$ cat src/sv/chs_pkg.sv
// Shared types and constants for the chained hash set.
package chs_pkg;

  localparam int TOTAL_W = 11;
  localparam int HASH_W  = 16;

  localparam logic [63:0] MIX_C1 = 64'hff51afd7ed558ccd;
  localparam logic [63:0] MIX_C2 = 64'hc4ceb9fe1a85ec53;
  localparam int          MIX_SH = 33;

  typedef enum logic [1:0] {
    CMD_ADD    = 2'd0,
    CMD_QUERY  = 2'd1,
    CMD_REMOVE = 2'd2,
    CMD_CLEAR  = 2'd3
  } chs_cmd_t;

  typedef struct packed {
    logic [1:0]  cmd;
    logic [63:0] key;
  } chs_in_t;

  typedef struct packed {
    logic               was_present;
    logic               changed;
    logic               store_full;
    logic [TOTAL_W-1:0] element_total;
  } chs_out_t;

  typedef struct packed {
    logic [1:0]        cmd;
    logic [63:0]       key;
    logic [HASH_W-1:0] hash;
  } chs_job_t;

  typedef enum logic [3:0] {
    ST_SWEEP,
    ST_IDLE,
    ST_HEAD,
    ST_CHECK,
    ST_NODE,
    ST_ACT,
    ST_FREE,
    ST_WRITE,
    ST_UNLINK,
    ST_RELINK
  } chs_state_t;

endpackage

$ cat src/sv/chs_hash.sv
// Front end: accepts words and computes the finaliser hash with one shared 32x32 multiplier.
module chs_hash import chs_pkg::*; (
  input  logic     clk,
  input  logic     rst_n,
  input  logic     start,
  input  chs_in_t  in_data,
  output logic     busy,
  output logic     push,
  output chs_job_t push_job,
  input  logic     q_full
);

  logic        busy_r, busy_nxt;
  logic [2:0]  ph_r, ph_nxt;
  logic [63:0] x_r, x_nxt;
  logic [63:0] acc_r, acc_nxt;
  logic [63:0] key_r;
  logic [1:0]  cmd_r;
  logic [63:0] cst, fin;
  logic [31:0] mul_a, mul_c;
  logic [63:0] prod;

  assign cst   = ph_r[2] ? MIX_C2 : MIX_C1;
  assign mul_a = (ph_r[1:0] == 2'd2) ? x_r[63:32] : x_r[31:0];
  assign mul_c = (ph_r[1:0] == 2'd1) ? cst[63:32] : cst[31:0];
  assign prod  = 64'(mul_a) * 64'(mul_c);
  assign fin   = acc_r ^ (acc_r >> MIX_SH);

  assign busy = busy_r;
  assign push = busy_r && (ph_r == 3'd7) && !q_full;
  assign push_job = '{cmd: cmd_r, key: key_r, hash: fin[HASH_W-1:0]};

  always_comb begin
    busy_nxt = busy_r;
    ph_nxt   = ph_r;
    x_nxt    = x_r;
    acc_nxt  = acc_r;
    if (!busy_r) begin
      if (start) begin
        busy_nxt = 1'b1;
        ph_nxt   = 3'd0;
        x_nxt    = in_data.key ^ (in_data.key >> MIX_SH);
      end
    end else begin
      case (ph_r[1:0])
        2'd0: acc_nxt = prod;
        2'd1, 2'd2: acc_nxt = acc_r + {prod[31:0], 32'b0};
        default: begin
          if (!ph_r[2]) x_nxt = fin;
        end
      endcase
      if (ph_r != 3'd7) ph_nxt = ph_r + 3'd1;
      else if (!q_full) busy_nxt = 1'b0;
    end
  end

  always_ff @(posedge clk) begin
    if (!rst_n) begin
      busy_r <= 1'b0;
      ph_r   <= 3'd0;
    end else begin
      busy_r <= busy_nxt;
      ph_r   <= ph_nxt;
    end
    x_r   <= x_nxt;
    acc_r <= acc_nxt;
    if (start && !busy_r) begin
      key_r <= in_data.key;
      cmd_r <= in_data.cmd;
    end
  end

endmodule

$ cat config.mk
export PLATFORM = sky130hd
export DESIGN_NAME = chs_hash
export DESIGN_NICKNAME = d
export VERILOG_FILES = /design/src/sv/chs_pkg.sv /design/src/sv/chs_hash.sv
export SDC_FILE = /design/constraint.sdc
export NUM_CORES = 2
export LEC_CHECK = 0
export ABC_CLOCK_PERIOD_IN_PS = 10530
export BUFFER_PORTS_ARGS = -buffer_cell sky130_fd_sc_hd__buf_2
export CORE_ASPECT_RATIO = 1.25
export CORE_MARGIN = 2
export CORE_UTILIZATION = 51
export CTS_CLUSTER_DIAMETER = 40
export DETAILED_ROUTE_END_ITERATION = 12
export MAX_ROUTING_LAYER = met4
export PLACE_DENSITY_LB_ADDON = 0.2
export SYNTH_ARGS = -nofsm -noshare
export SYNTH_HDL_FRONTEND = slang
export SYNTH_SLANG_ARGS = --single-unit
$ cat constraint.sdc
create_clock -name clk -period 10.53 [get_ports clk]
set_input_delay 1.053 -clock clk [delete_from_list [all_inputs] [get_ports clk]]
set_output_delay 1.053 -clock clk [all_outputs]
set_load 0.02 [all_outputs]
==> results by stage <==
STA:
- The final clock skew is 0.0135 ns.
- Summed over all failing endpoints, the final setup total negative slack is 0 ns.
- The peak clock frequency supported by timing is 99.7 MHz.
- The max-slew headroom at the worst pin is 28.6%.
- The post-route clock period utilization is 95.2%.
- Counting I/O delays and the setup requirement, the final critical path takes 10.03 ns.
- The count of final setup violators is 0.
- The final max-slew violation count came to 0.
- The final hold violation count is 0.
- Setup repair after global routing left no endpoint under its margin.
- For the pin with the worst max-slew slack, the measured transition is 1.07 ns.

Die:
- The count of boundary I/O pins is 154.
- The floorplan die height is 312 microns.
- The starting density of the core is 51.2%.
- The core region is 75,600 sq um.
- The die covers 78,200 sq um.
- The total number of placement rows is 113.
- The die boundary width is 251 microns.

GRT:
- The via count of the first global-routing pass is 29.4k.
- The global-route wire length before repair is 189 mm.
- Entering global routing, the biggest net connects 82 pins.
- For this run, the total global-route usage over all layers was measured as 34.5%.
- The total overflow reported by the global router is 0.
- The initial antenna violation count is 1.

Clock network:
- The hold buffer count at CTS is 0.
- The H-tree was split into 4 levels.
- The tree is rooted in a clkbuf_16.
- The post-CTS clock slew at the launch and capture registers of the worst setup and hold paths is 0.08 ns.
- The post-CTS repair timing setup buffer count is 0.
- The number of sinks driven by the clock tree is 198.
- The maximum root-to-sink buffer count is 2.
- The TritonCTS clock tree is built.
- Clock tree synthesis inserted a total of 17 buffers.
- The latest clock arrival within the worst-skew pair is 0.46 ns.
- The post-cts resize count is 0.

Yosys:
- In the synthesized netlist the async set-or-reset flop fraction comes to 0%.
- The gate count after technology mapping is 3,728.
- The synthesized design contains 194 enable-type register cells.
- During synthesis, Yosys emitted a total of 0 warnings.
- Sorting the synthesized cells by how often they occur yields inv_1 (936), fa_1 (862), ha_1 (335).
- In the post-synthesis netlist, the cell with the most instances is inv_1.
- Summed over its instances, the top area cell type makes up 44.5% of the synthesized netlist area.
- For this run, the leading register cell type out of synthesis is edfxtp_1.
- The part of the Yosys area used for sequential elements is 15.2%.
- Ranked by total cell area, the synthesized netlist is headed by fa_1 (45%), edfxtp_1 (15%), ha_1 (11%).
- The number of different library cells in the post-synthesis netlist is 72.
- The post-synth net total is 4,995.
- The synthesized area per cell is 10.4 sq um.
- The post-synth design cell area is 38,800 sq um.
- In this run, synthesis produced a sequential element count of 198.
- Summed over all instances, the cell type with the most area after synthesis is fa_1.

Route:
- The detail-routed via count per cell is 5.47.
- The number of vias in the routed layout is 26.9k.
- In the routed design, unresolved DRC markers number 0.
- For this block, the initial DRC count from the detailed router was 2,276.
- The first-pass iteration count of the detailed router is 6.
- The aggregate routed wire length is 125 mm.
- The detail route stage leaves a number of antenna-violating nets equal to 0.
- The average wire per standard cell is 25.4 microns.

Setup path:
- Across all register-to-register paths, the minimum setup slack is 0.50 ns.
- The number of buffers and inverters on the critical path is 7.
- The critical path arrival is 10.22 ns.
- Among cell families on the critical path, the largest total delay comes from adder cells.
- The largest individual stage delay along the critical path comes from the cell fa_1.
- Of all nets on the critical path, the largest fanout is 10.
- The worst register-to-register path begins at ph_r[0].
- The startpoint of the most critical setup path is ph_r[0].
- The worst setup path category is reg2reg.
- At the worst endpoint, the required time is 10.72 ns.
- The worst setup path is captured at a flip-flop.
- The worst setup path is launched from a flip-flop.
- On the worst path, the slowest cell contributes a delay of 0.56 ns.

Placed design:
- Detailed placement ended at an HPWL of 112 mm.
- During placement, the flow inserted port buffers numbering 153.
- The weighted congestion at the end of routability-driven global placement is 1.07.
- The cell count after placement is 4,887.
- The placed instances occupy a cell area of 41,300 sq um.

Finish:
- Measured on the finished design, the core utilization comes to 55.4%.
- The final layout contains 5,196 nets.
- The final cell count without fillers is 4,919.
- The area overhead of the layout relative to synthesis is 8.21%.
- The final design instance area without fill is 41,900 sq um.
- The post-route netlist has 9.64% of its cells at a drive strength greater than 1.

Hold path:
- The start point of the worst min-delay path is acc_r[31].
- The path class of the tightest hold or removal check is reg2reg.

Run:
- The max-capacitance violation count is 0.

Outcome:
- The flow ran to the end, and the final reports show no timing, DRC or antenna violations.
==> cell usage in the layout (no fill, tap or decap), types with 6 or more instances in the layout <==
master,count
and2_1,38
or3_1,7
clkbuf_16,17
buf_2,153
a31oi_1,15
nor2_1,235
nor2b_1,17
nand2_1,276
a21o_1,46
nand4_1,12
xnor2_1,82
and3_1,17
ha_1,334
inv_1,936
edfxtp_1,194
o21a_1,16
a21oi_1,113
fa_1,862
nand3_1,19
clkinv_1,11
nand2b_1,28
xor2_1,64
o21ai_0,97
o21bai_1,12
mux2_2,47
mux2i_1,25
nor3_1,20
o211ai_1,9
a211oi_1,13
buf_4,117
o31ai_1,6
==> worst reg2reg max path, delay by kind of cell (launching register included) <==
family	cells	cell delay, ns
muxes	2	0.49
and+or+nand+nor	7	1.32
DFF	1	0.39
adders and majority gates	11	4.53
xor gates and xnor gates	2	0.58
buffers and inverters	7	0.83
AOI/OAI and AO/OA	6	1.64
==> layout make-up <==
cell class / count / area [sq um]
well taps: 977 / 1220
repair buffers: 272 / 1680
clock buffers: 17 / 425
fillers: 6706 / 33700
flip-flops and latches: 198 / 5910
inverters: 951 / 3570
clock inverters: 14 / 148
diodes: 1 / 2.50
multi-input cells: 2489 / 29000
==> logic make-up after synthesis <==
kind of cell / share of synthesized area, %
muxes: 2.01
and+or+nand+nor: 7.85
adders and majority gates: 55.3
AOI/OAI and AO/OA: 6.14
xor gates and xnor gates: 3.30
buffers and inverters: 10.1
other: 0.00968
DFF: 15.2
==> worst paths after layout <==
check,end,cells after the start
worst max register to register,acc_r[63],35
worst min-delay path,x_r[31],1
worst min register to register,x_r[31],1
worst max-delay path,acc_r[63],35
==> per-stage QoR <==
step	hold slack (ns)	setup slack, ns
CTS	0.568	0.513
detailed placement	0.549	0.555
finish	0.564	0.501
floorplan	0.523	0.974
global route	0.585	0.0240
global placement	0.531	0.682
==> sequential cells by signal, summed over array words and instances, names as in the netlist <==
name   count
ph_r       3
x_r       64
busy       1
cmd_r      2
acc_r     64
key_r     64
==> routing by layer <==
layer / global-route usage [%] / part of all wire [%] / vias to the layer above
met5: - / 0 / -
met4: 21.5 / 8.0 / 0
met3: 3.52 / 5.5 / 341
met2: 55.6 / 49 / 1052
met1: 42.0 / 38 / 13683
li1: - / - / 11829
Power is not shown: default switching activity piles up to over one toggle a cycle in this logic, so the estimate is an artifact.
