File: config.mk
export PLATFORM = sky130hd
export DESIGN_NAME = chs_fifo
export DESIGN_NICKNAME = d
export VERILOG_FILES = /design/src/sv/chs_pkg.sv /design/src/sv/chs_fifo.sv
export SDC_FILE = /design/constraint.sdc
export NUM_CORES = 1
export LEC_CHECK = 0
export BUFFER_PORTS_ARGS = -buffer_cell sky130_fd_sc_hd__buf_4
export CORE_MARGIN = 4
export CORE_UTILIZATION = 40
export CTS_CLUSTER_DIAMETER = 50
export DETAILED_ROUTE_END_ITERATION = 12
export PLACE_DENSITY = 0.67
export RECOVER_POWER = 50
export SLEW_MARGIN = 40
export SYNTH_ARGS = -nofsm -noshare
export SYNTH_HDL_FRONTEND = slang
export SYNTH_SLANG_ARGS = --single-unit
File: constraint.sdc
create_clock -name clk -period 6.4 [get_ports clk]
set_input_delay 0.32 -clock clk [delete_from_list [all_inputs] [get_ports clk]]
set_output_delay 0.32 -clock clk [all_outputs]
set_load 0.02 [all_outputs]
File: src/sv/chs_pkg.sv
// Shared types and constants for the chained hash set.
package chs_pkg;

  localparam int TOTAL_W = 11;
  localparam int HASH_W  = 16;

  localparam logic [63:0] MIX_C1 = 64'hff51afd7ed558ccd;
  localparam logic [63:0] MIX_C2 = 64'hc4ceb9fe1a85ec53;
  localparam int          MIX_SH = 33;

  typedef enum logic [1:0] {
    CMD_ADD    = 2'd0,
    CMD_QUERY  = 2'd1,
    CMD_REMOVE = 2'd2,
    CMD_CLEAR  = 2'd3
  } chs_cmd_t;

  typedef struct packed {
    logic [1:0]  cmd;
    logic [63:0] key;
  } chs_in_t;

  typedef struct packed {
    logic               was_present;
    logic               changed;
    logic               store_full;
    logic [TOTAL_W-1:0] element_total;
  } chs_out_t;

  typedef struct packed {
    logic [1:0]        cmd;
    logic [63:0]       key;
    logic [HASH_W-1:0] hash;
  } chs_job_t;

  typedef enum logic [3:0] {
    ST_SWEEP,
    ST_IDLE,
    ST_HEAD,
    ST_CHECK,
    ST_NODE,
    ST_ACT,
    ST_FREE,
    ST_WRITE,
    ST_UNLINK,
    ST_RELINK
  } chs_state_t;

endpackage

File: src/sv/chs_fifo.sv
// Two-entry queue of hashed jobs between front and back.
module chs_fifo import chs_pkg::*; (
  input  logic     clk,
  input  logic     rst_n,
  input  logic     push,
  input  chs_job_t push_job,
  input  logic     pop,
  output chs_job_t head_job,
  output logic     empty,
  output logic     full
);

  chs_job_t   mem_r [2];
  logic       wp_r, rp_r;
  logic [1:0] cnt_r;

  assign empty    = (cnt_r == 2'd0);
  assign full     = (cnt_r == 2'd2);
  assign head_job = mem_r[rp_r];

  always_ff @(posedge clk) begin
    if (!rst_n) begin
      wp_r  <= 1'b0;
      rp_r  <= 1'b0;
      cnt_r <= 2'd0;
    end else begin
      if (push) wp_r <= ~wp_r;
      if (pop) rp_r <= ~rp_r;
      cnt_r <= cnt_r + 2'(push) - 2'(pop);
    end
    if (push) mem_r[wp_r] <= push_job;
  end

endmodule

==> results of run 1 <==
==> per-layer routing <==
metal,global-route usage,vias to the layer above,part of all wire
li1,-,1460,-
met4,0.0521,0,0.014
met2,0.214,106,0.51
met3,0.0518,14,0.083
met5,0,-,0
met1,0.140,1513,0.40
==> where the power goes <==
group	leakage [nW]	internal, mW	switching, mW
Clock	0.314	0.695	0.413
Combinational	1.40	0.193	0.175
Sequential	1.58	1.28	0.0272
Total	3.30	2.17	0.615
==> cells in the mapped netlist (all sizes together) <==
cell type  number
nor2b           4
buf             9
dfxtp           5
xor2            1
o21a            1
edfxtp        164
xnor3           1
mux2           82
ha              2
nor2            1
and2            4
inv             2
==> metrics by stage <==
| stage | cells | hold WS (ns) | util | worst slack (ns) |
|---|---|---|---|---|
| final | 689 | 0.107 | 0.536 | 3.54 |
| after global routing | 689 | 0.0826 | 0.536 | 3.30 |
| after CTS | 688 | 0.0617 | 0.542 | 3.65 |
| after detailed placement | 656 | 0.508 | 0.501 | 4.12 |
| after global placement | 654 | 0.505 | 0.498 | 3.92 |
| after floorplan | 276 | 0.419 | - | 1.91 |
==> worst max-delay path: stages (launching register included) <==
cell and delay, ns:
dfxtp_1 0.34, nor2b_4 0.10, clkbuf_1 1.75, buf_16 0.31
==> path summary, 6_finish.rpt <==
path,start,slack [ns],to
min reg2reg,rp_r,0.60,rp_r
max reg2reg,wp_r,3.54,mem_r[0][14]
min,push_job[40],0.11,mem_r[1][40]
max,wp_r,3.54,mem_r[0][14]
==> layout make-up <==
cell class              instances  area [µm²]  share of cell area
flip-flops and latches        169        5030               0.589
multi-input cells              96        1350               0.158
repair buffers                174        1240               0.145
clock buffers                  17         425              0.0498
well taps                     216         270              0.0316
clock inverters                15         220              0.0258
inverters                       2        7.51            0.000879
==> sequential cells by signal (all words and copies together), names as in the netlist, named ones only <==
register,count
mem_r,164
cnt_r,2
rp_r,1
wp_r,1
==> cell families after synthesis <==
group | Yosys count | share of synthesized area
buf+inv | 11 | 0.0273
xor+xnor | 2 | 0.00478
flops | 169 | 0.768
fa+ha+maj | 2 | 0.00382
simple gates | 9 | 0.00822
mux | 82 | 0.187
compound gates | 1 | 0.00115
==> placed cells by master, fill, tap and decap left out <==
cell        count
mux2_2          2
dfxtp_1         4
mux2_4         80
nor2b_4         1
buf_12          2
inv_6           4
o21a_1          1
nor2_1          1
buf_4          87
and2_1          1
dfxtp_4         1
buf_6           1
clkinv_2        4
bufinv_16       5
and2_0          3
nor2b_1         3
inv_1           2
clkbuf_1       31
clkbuf_16      17
edfxtp_1      164
xor2_1          1
xnor3_1         1
buf_16          1
clkbuf_4       52
clkinvlp_4      2
ha_1            2
==> summary.txt, run 1 <==
STA
  – Final min period: 2.86 ns
  – Slew at the pin closest to its max-slew limit: ~2.5 ns
  – Final Max Tran Viols: 40
  – Rel. slew slack: -0.646
  – Setup violators final: 0
  – Fmax: 0.350 GHz
  – Clock skew: 0.00481 ns
  – Setup TNS: 0 ns
  – RSZ-0062 raised after global routing: false
  – Final Cycle Share: 0.447
  – Final hold viol count: 0

Global route
  – Initial antenna violation count: 0
  – All-Layer GR Usage: 0.126
  – Largest net degree at the start of global routing: 84
  – First-pass GRT wire length: 17200 µm
  – Aggregate global routing overflow: 0
  – Vias in the first global route: between 3k and 4k

Setup path
  – Worst setup EP type: flop
  – Worst endpoint required time: 6.49 ns
  – Reg2reg path depth: 3
  – CP Launch Type: flop
  – CP Max Fanout: 44
  – Crit Path Class: reg -> reg
  – Worst EP arrival: between 2 and 3 ns

Synthesis
  – Syn_nets: roughly 360
  – Yosys Warn Count: 0
  – Synth top area share: 0.752
  – Yosys cell types: 14
  – Synth Instances: 276
  – FF+latch count, synth: 169
  – Seq/Total Area, Yosys: 0.768
  – Yosys top cell by area: edfxtp_1
  – Area of the mapped netlist: 0.00655 mm²
  – Synth area leaders: edfxtp_1 (75%), mux2_4 (18%), buf_12 (2.4%)
  – Avg Cell Area, Syn: 23.7 µm²

Route
  – Routed WL: ~12000 µm
  – Via Count: 3093
  – DR WL/cell: 16.8 µm
  – DRC Markers: 0
  – Avg Vias per Cell: around 4.5
  – Drt first pass iters: 4
  – Post-DRT Antenna Nets: 0
  – Initial DRC count: 136

Clock tree
  – Clock Pin Slew Worst Setup and Hold Paths: 0.07 ns
  – CTS tree: built
  – CTS max path bufs: 2
  – Post-CTS Setup Inserts: 0
  – Root Buffer: clkbuf_16
  – # resized after CTS: 0
  – H-Tree Depth: 4
  – # clock sinks: 169
  – Worst-Skew Late Latency: around 0.41 ns
  – Hold Buf Count CTS: 0
  – CTS Buf Count: 17

Pwr
  – Pleak: around 3.3 nW
  – Pwr/cell area: approximately 330 mW/mm²
  – Maximum vdd drop: 178 µV
  – Final total power: between 2 and 3 mW

Placement
  – Placed Area: about 0.008 mm²
  – Port bufs: 169
  – Placer Congestion: between 0.6 and 0.7

Layout
  – FILL cells: around 1.3k
  – Antenna Cells: 0
  – Final instance area: ~0.0085 mm²
  – NumNets Final: about 550
  – Layout cells sized above 1: 0.548
  – Syn-to-layout area delta: 30.5%

Status
  – Status: complete, but fails checks
  – Failing checks: capacitance limit, slew limit

Floorplanning
  – Die Y-Extent: 136 µm
  – Initial Util: 0.411
  – Die Wd: 136 µm
  – Die area: 0.0185 mm²
  – Core area: 0.0159 mm²
  – # IOs: 170
  – Row count: 46

Hold path
  – Min-Delay Path Class: in -> reg
  – Hold Path Stages: 1

Flow run
  – Max cap viols: 1
No activity file was read; power rests on OpenSTA's default activity.
==> run 2: changes to the inputs <==
--- a/config.mk
+++ b/config.mk
@@ -5,6 +5,7 @@
 export SDC_FILE = /design/constraint.sdc
 export NUM_CORES = 1
 export LEC_CHECK = 0
+export ABC_AREA = 1
 export BUFFER_PORTS_ARGS = -buffer_cell sky130_fd_sc_hd__buf_4
 export CORE_MARGIN = 4
 export CORE_UTILIZATION = 40
==> constraint.sdc (replaced) <==
create_clock -name clk -period 2.9 [get_ports clk]
set_input_delay 0.145 -clock clk [delete_from_list [all_inputs] [get_ports clk]]
set_output_delay 0.145 -clock clk [all_outputs]
set_load 0.02 [all_outputs]
==> summary.txt, run 2 <==
Status
  – Status: complete, no violations

Placement
  – Placer Congestion: 0.746
  – Port bufs: about 170
  – DP HPWL: 7990 µm
  – Placed cell count: approximately 670

Setup path
  – Crit Path Class: reg -> out
  – RR Endpoint: mem_r[1][16]
  – R2R Setup Slk: 1.19 ns
  – Worst-path cell chain: buf_4 > mux2_4 > buf_4
  – CP Launch Type: flop
  – CP dominant cell by count: buf_4
  – CP Max Fanout: 30
  – Reg2reg path depth: 3
  – RR Startpoint: wp_r
  – Worst setup EP type: primary output
  – Worst EP arrival: 1.96 ns
  – Slowest CP cell: dfxtp_4
  – Crit-path max cell delay: 0.71 ns
  – Worst endpoint required time: 2.76 ns

Synthesis
  – FFs w/ async S/R, synth: 0
  – Adder-cell share of the synthesized area: 0.00382
  – Yosys top cell by area: edfxtp_1
  – Post-synth EDFFs: 164
  – Compound-Gate Fraction of Synth Area: 0.000765
  – Synth area leaders: edfxtp_1 (75%), mux2_4 (18%), buf_12 (2.4%)
  – Largest family of logic cells by synthesized area: multiplexers
  – Mux cell area share after synthesis: 0.187
  – Synth Instances: 288
  – Area of the mapped netlist: 0.00655 mm²
  – Yosys cell types: 12
  – FF+latch count, synth: 169
  – Ys flop type: edfxtp_1
  – Syn_nets: 376
  – Top post-synthesis cells by count: edfxtp_1 (164), mux2_4 (80), nor2_1 (9)
  – Xor/xnor cell area share of the yosys netlist: 0
  – Top-count cell post-synth: edfxtp_1
  – Synth top area share: 0.752
  – Seq/Total Area, Yosys: 0.768
  – Yosys Warn Count: 0
  – Simple-Gate Fraction of Synth Area: 0.0105
  – Avg Cell Area, Syn: 22.7 µm²

Layout
  – FF+latch area: about 0.005 mm²
  – Layout cells sized above 1: 0.471
  – Commonest non-fill, non-tap cell in the layout: edfxtp_1
  – Final core utilization: 0.588
  – Max reg flops: 164
  – Fin cells: 789
  – Syn-to-layout area delta: 43.2%
  – NumNets Final: around 650
  – Antenna Cells: 0
  – Reg with most FFs: mem_r
  – Top Registers: mem_r: 164 flops, cnt_r: 2 flops
  – FILL cells: about 1.2k
  – Most frequent cells in the layout: edfxtp_1 (164), buf_4 (88), dlygate4sd3_1 (85)
  – Multi-input gate area: 0.00133 mm²

Floorplanning
  – # IOs: 170
  – Die Y-Extent: 136 µm
  – Die Wd: 136 µm
  – Core area: 0.0159 mm²
  – Row count: 46
  – Initial Util: 0.411
  – Die area: 0.0185 mm²

Clock tree
  – CTS max path bufs: 2
  – # clock sinks: 169
  – H-Tree Depth: 4
  – Clock Pin Slew Worst Setup and Hold Paths: 0.07 ns
  – # resized after CTS: 0
  – CTS tree: built
  – Root Buffer: clkbuf_16
  – CTS Buf Count: 17
  – Worst-Skew Late Latency: between 0.4 and 0.5 ns

Route
  – Drt first pass iters: 4
  – Post-DRT Antenna Nets: 0
  – Avg Vias per Cell: 4.40
  – DR WL/cell: 15.8 µm
  – Initial DRC count: about 160
  – Routed WL: 12500 µm
  – DRC Markers: 0
  – Via Count: 3468

Global route
  – Met1 Use GR: 0.153
  – Most Crowded Layer GR: met2
  – Initial antenna violation count: 0
  – Met2 Track Usage GR: 0.245
  – Aggregate global routing overflow: 0
  – Vias in the first global route: 3959
  – First-pass GRT wire length: 19100 µm
  – Routing usage on met3: 0.0411
  – Largest net degree at the start of global routing: 43
  – All-Layer GR Usage: 0.137

STA
  – Final Cycle Share: 0.726
  – Rel. slew slack: 0.297
  – WHS: 0.476 ns
  – Fmax: 0.475 GHz
  – Final hold viol count: 0
  – Clock skew: 0.00784 ns
  – Slew at the pin closest to its max-slew limit: 1.05 ns
  – Setup TNS: 0 ns
  – Setup violators final: 0
  – Final Max Tran Viols: 0
  – RSZ-0062 raised after global routing: false
  – Final min period: 2.11 ns

Pwr
  – Final total power: 5.96 mW
  – Maximum vdd drop: 407 µV
  – Pleak: 3.69 nW
  – Pwr/cell area: 636 mW/mm²

Hold path
  – Min-Delay Path Class: in -> reg
  – Hold Path Stages: 2
  – Hold Path Origin: push_job[22]
  – Hold Path Sink: mem_r[0][22]

Flow run
  – Max cap viols: 0
## run 2: cell types whose count changed in the layout (fill, tap and decap cells not counted), sizes merged, moves of 2 or more
cell,before,now
bufinv,5,3
nor2,1,9
clkbuf,100,104
dlygate4sd3,0,85
inv,6,8
clkinv,4,9
and2,4,0
nor2b,4,0
nand2,0,8
## run 2: cell families (layout without fill, tap and decap cells)
| family | count (synthesis) | count (layout) |
|---|---|---|
| AO/OA/AOI/OAI | 1 | 1 |
| multiplexers | 82 | 82 |
| AND/OR/NAND/NOR | 18 | 18 |
| adder cells (fa/ha/maj) | 2 | 2 |
| buffers and inverters | 16 | 301 |
| flip-flops | 169 | 169 |
## run 2: worst max-delay path by stage
stage          start      endpoint  cells after the start
5_1_grt         flop   head_job[8]                      3
6_report        flop   head_job[9]                      3
2_1_floorplan   wp_r   mem_r[0][0]                      1
3_5_place_dp    wp_r  mem_r[1][16]                      3
3_3_place_gp    wp_r   mem_r[1][0]                      3
4_1_cts         flop  head_job[22]                      3
## run 2: critical path: cells and delay by family (launching register included)
family,cells,cell delay (ns)
buffers and inverters,2,0.51
muxes,1,0.32
DFF,1,0.71
## run 2: per-layer routing
layer / routed length, µm / up-vias
met3: 693 / 17
met5: 0 / -
met2: 6500 / 112
met4: 229 / 0
met1: 5070 / 1677
li1: - / 1662
## run 2: metrics by stage
stage | setup WS, ns | cell area [µm²]
after floorplan | 0.00121 | 6550
after global placement | 1.19 | 8010
after detailed placement | 1.15 | 8010
after CTS | 0.740 | 9460
after global routing | 0.685 | 9370
final | 0.793 | 9370
## run 2: timing repair
item | 4_1_cts | 5_1_grt
endpoints found under the setup margin | 0 | 0
setup buffers | 0 | 0
hold buffers | 85 | 0
hold endpoints to repair | 169 | 0
## run 2: where the power goes
part | switching [mW] | leakage, nW | internal, mW
clock network | 0.907 | 0.291 | 1.36
logic | 0.377 | 1.82 | 0.440
registers | 0.0501 | 1.58 | 2.83
total | 1.33 | 3.69 | 4.62
## run 2: cell type report
cell class	instances	area share
sequential	169	0.536
timing repair buffer	262	0.226
multi-input combinational	103	0.142
clock buffer	17	0.0454
tap	216	0.0288
clock inverter	15	0.0188
inverter	7	0.00294
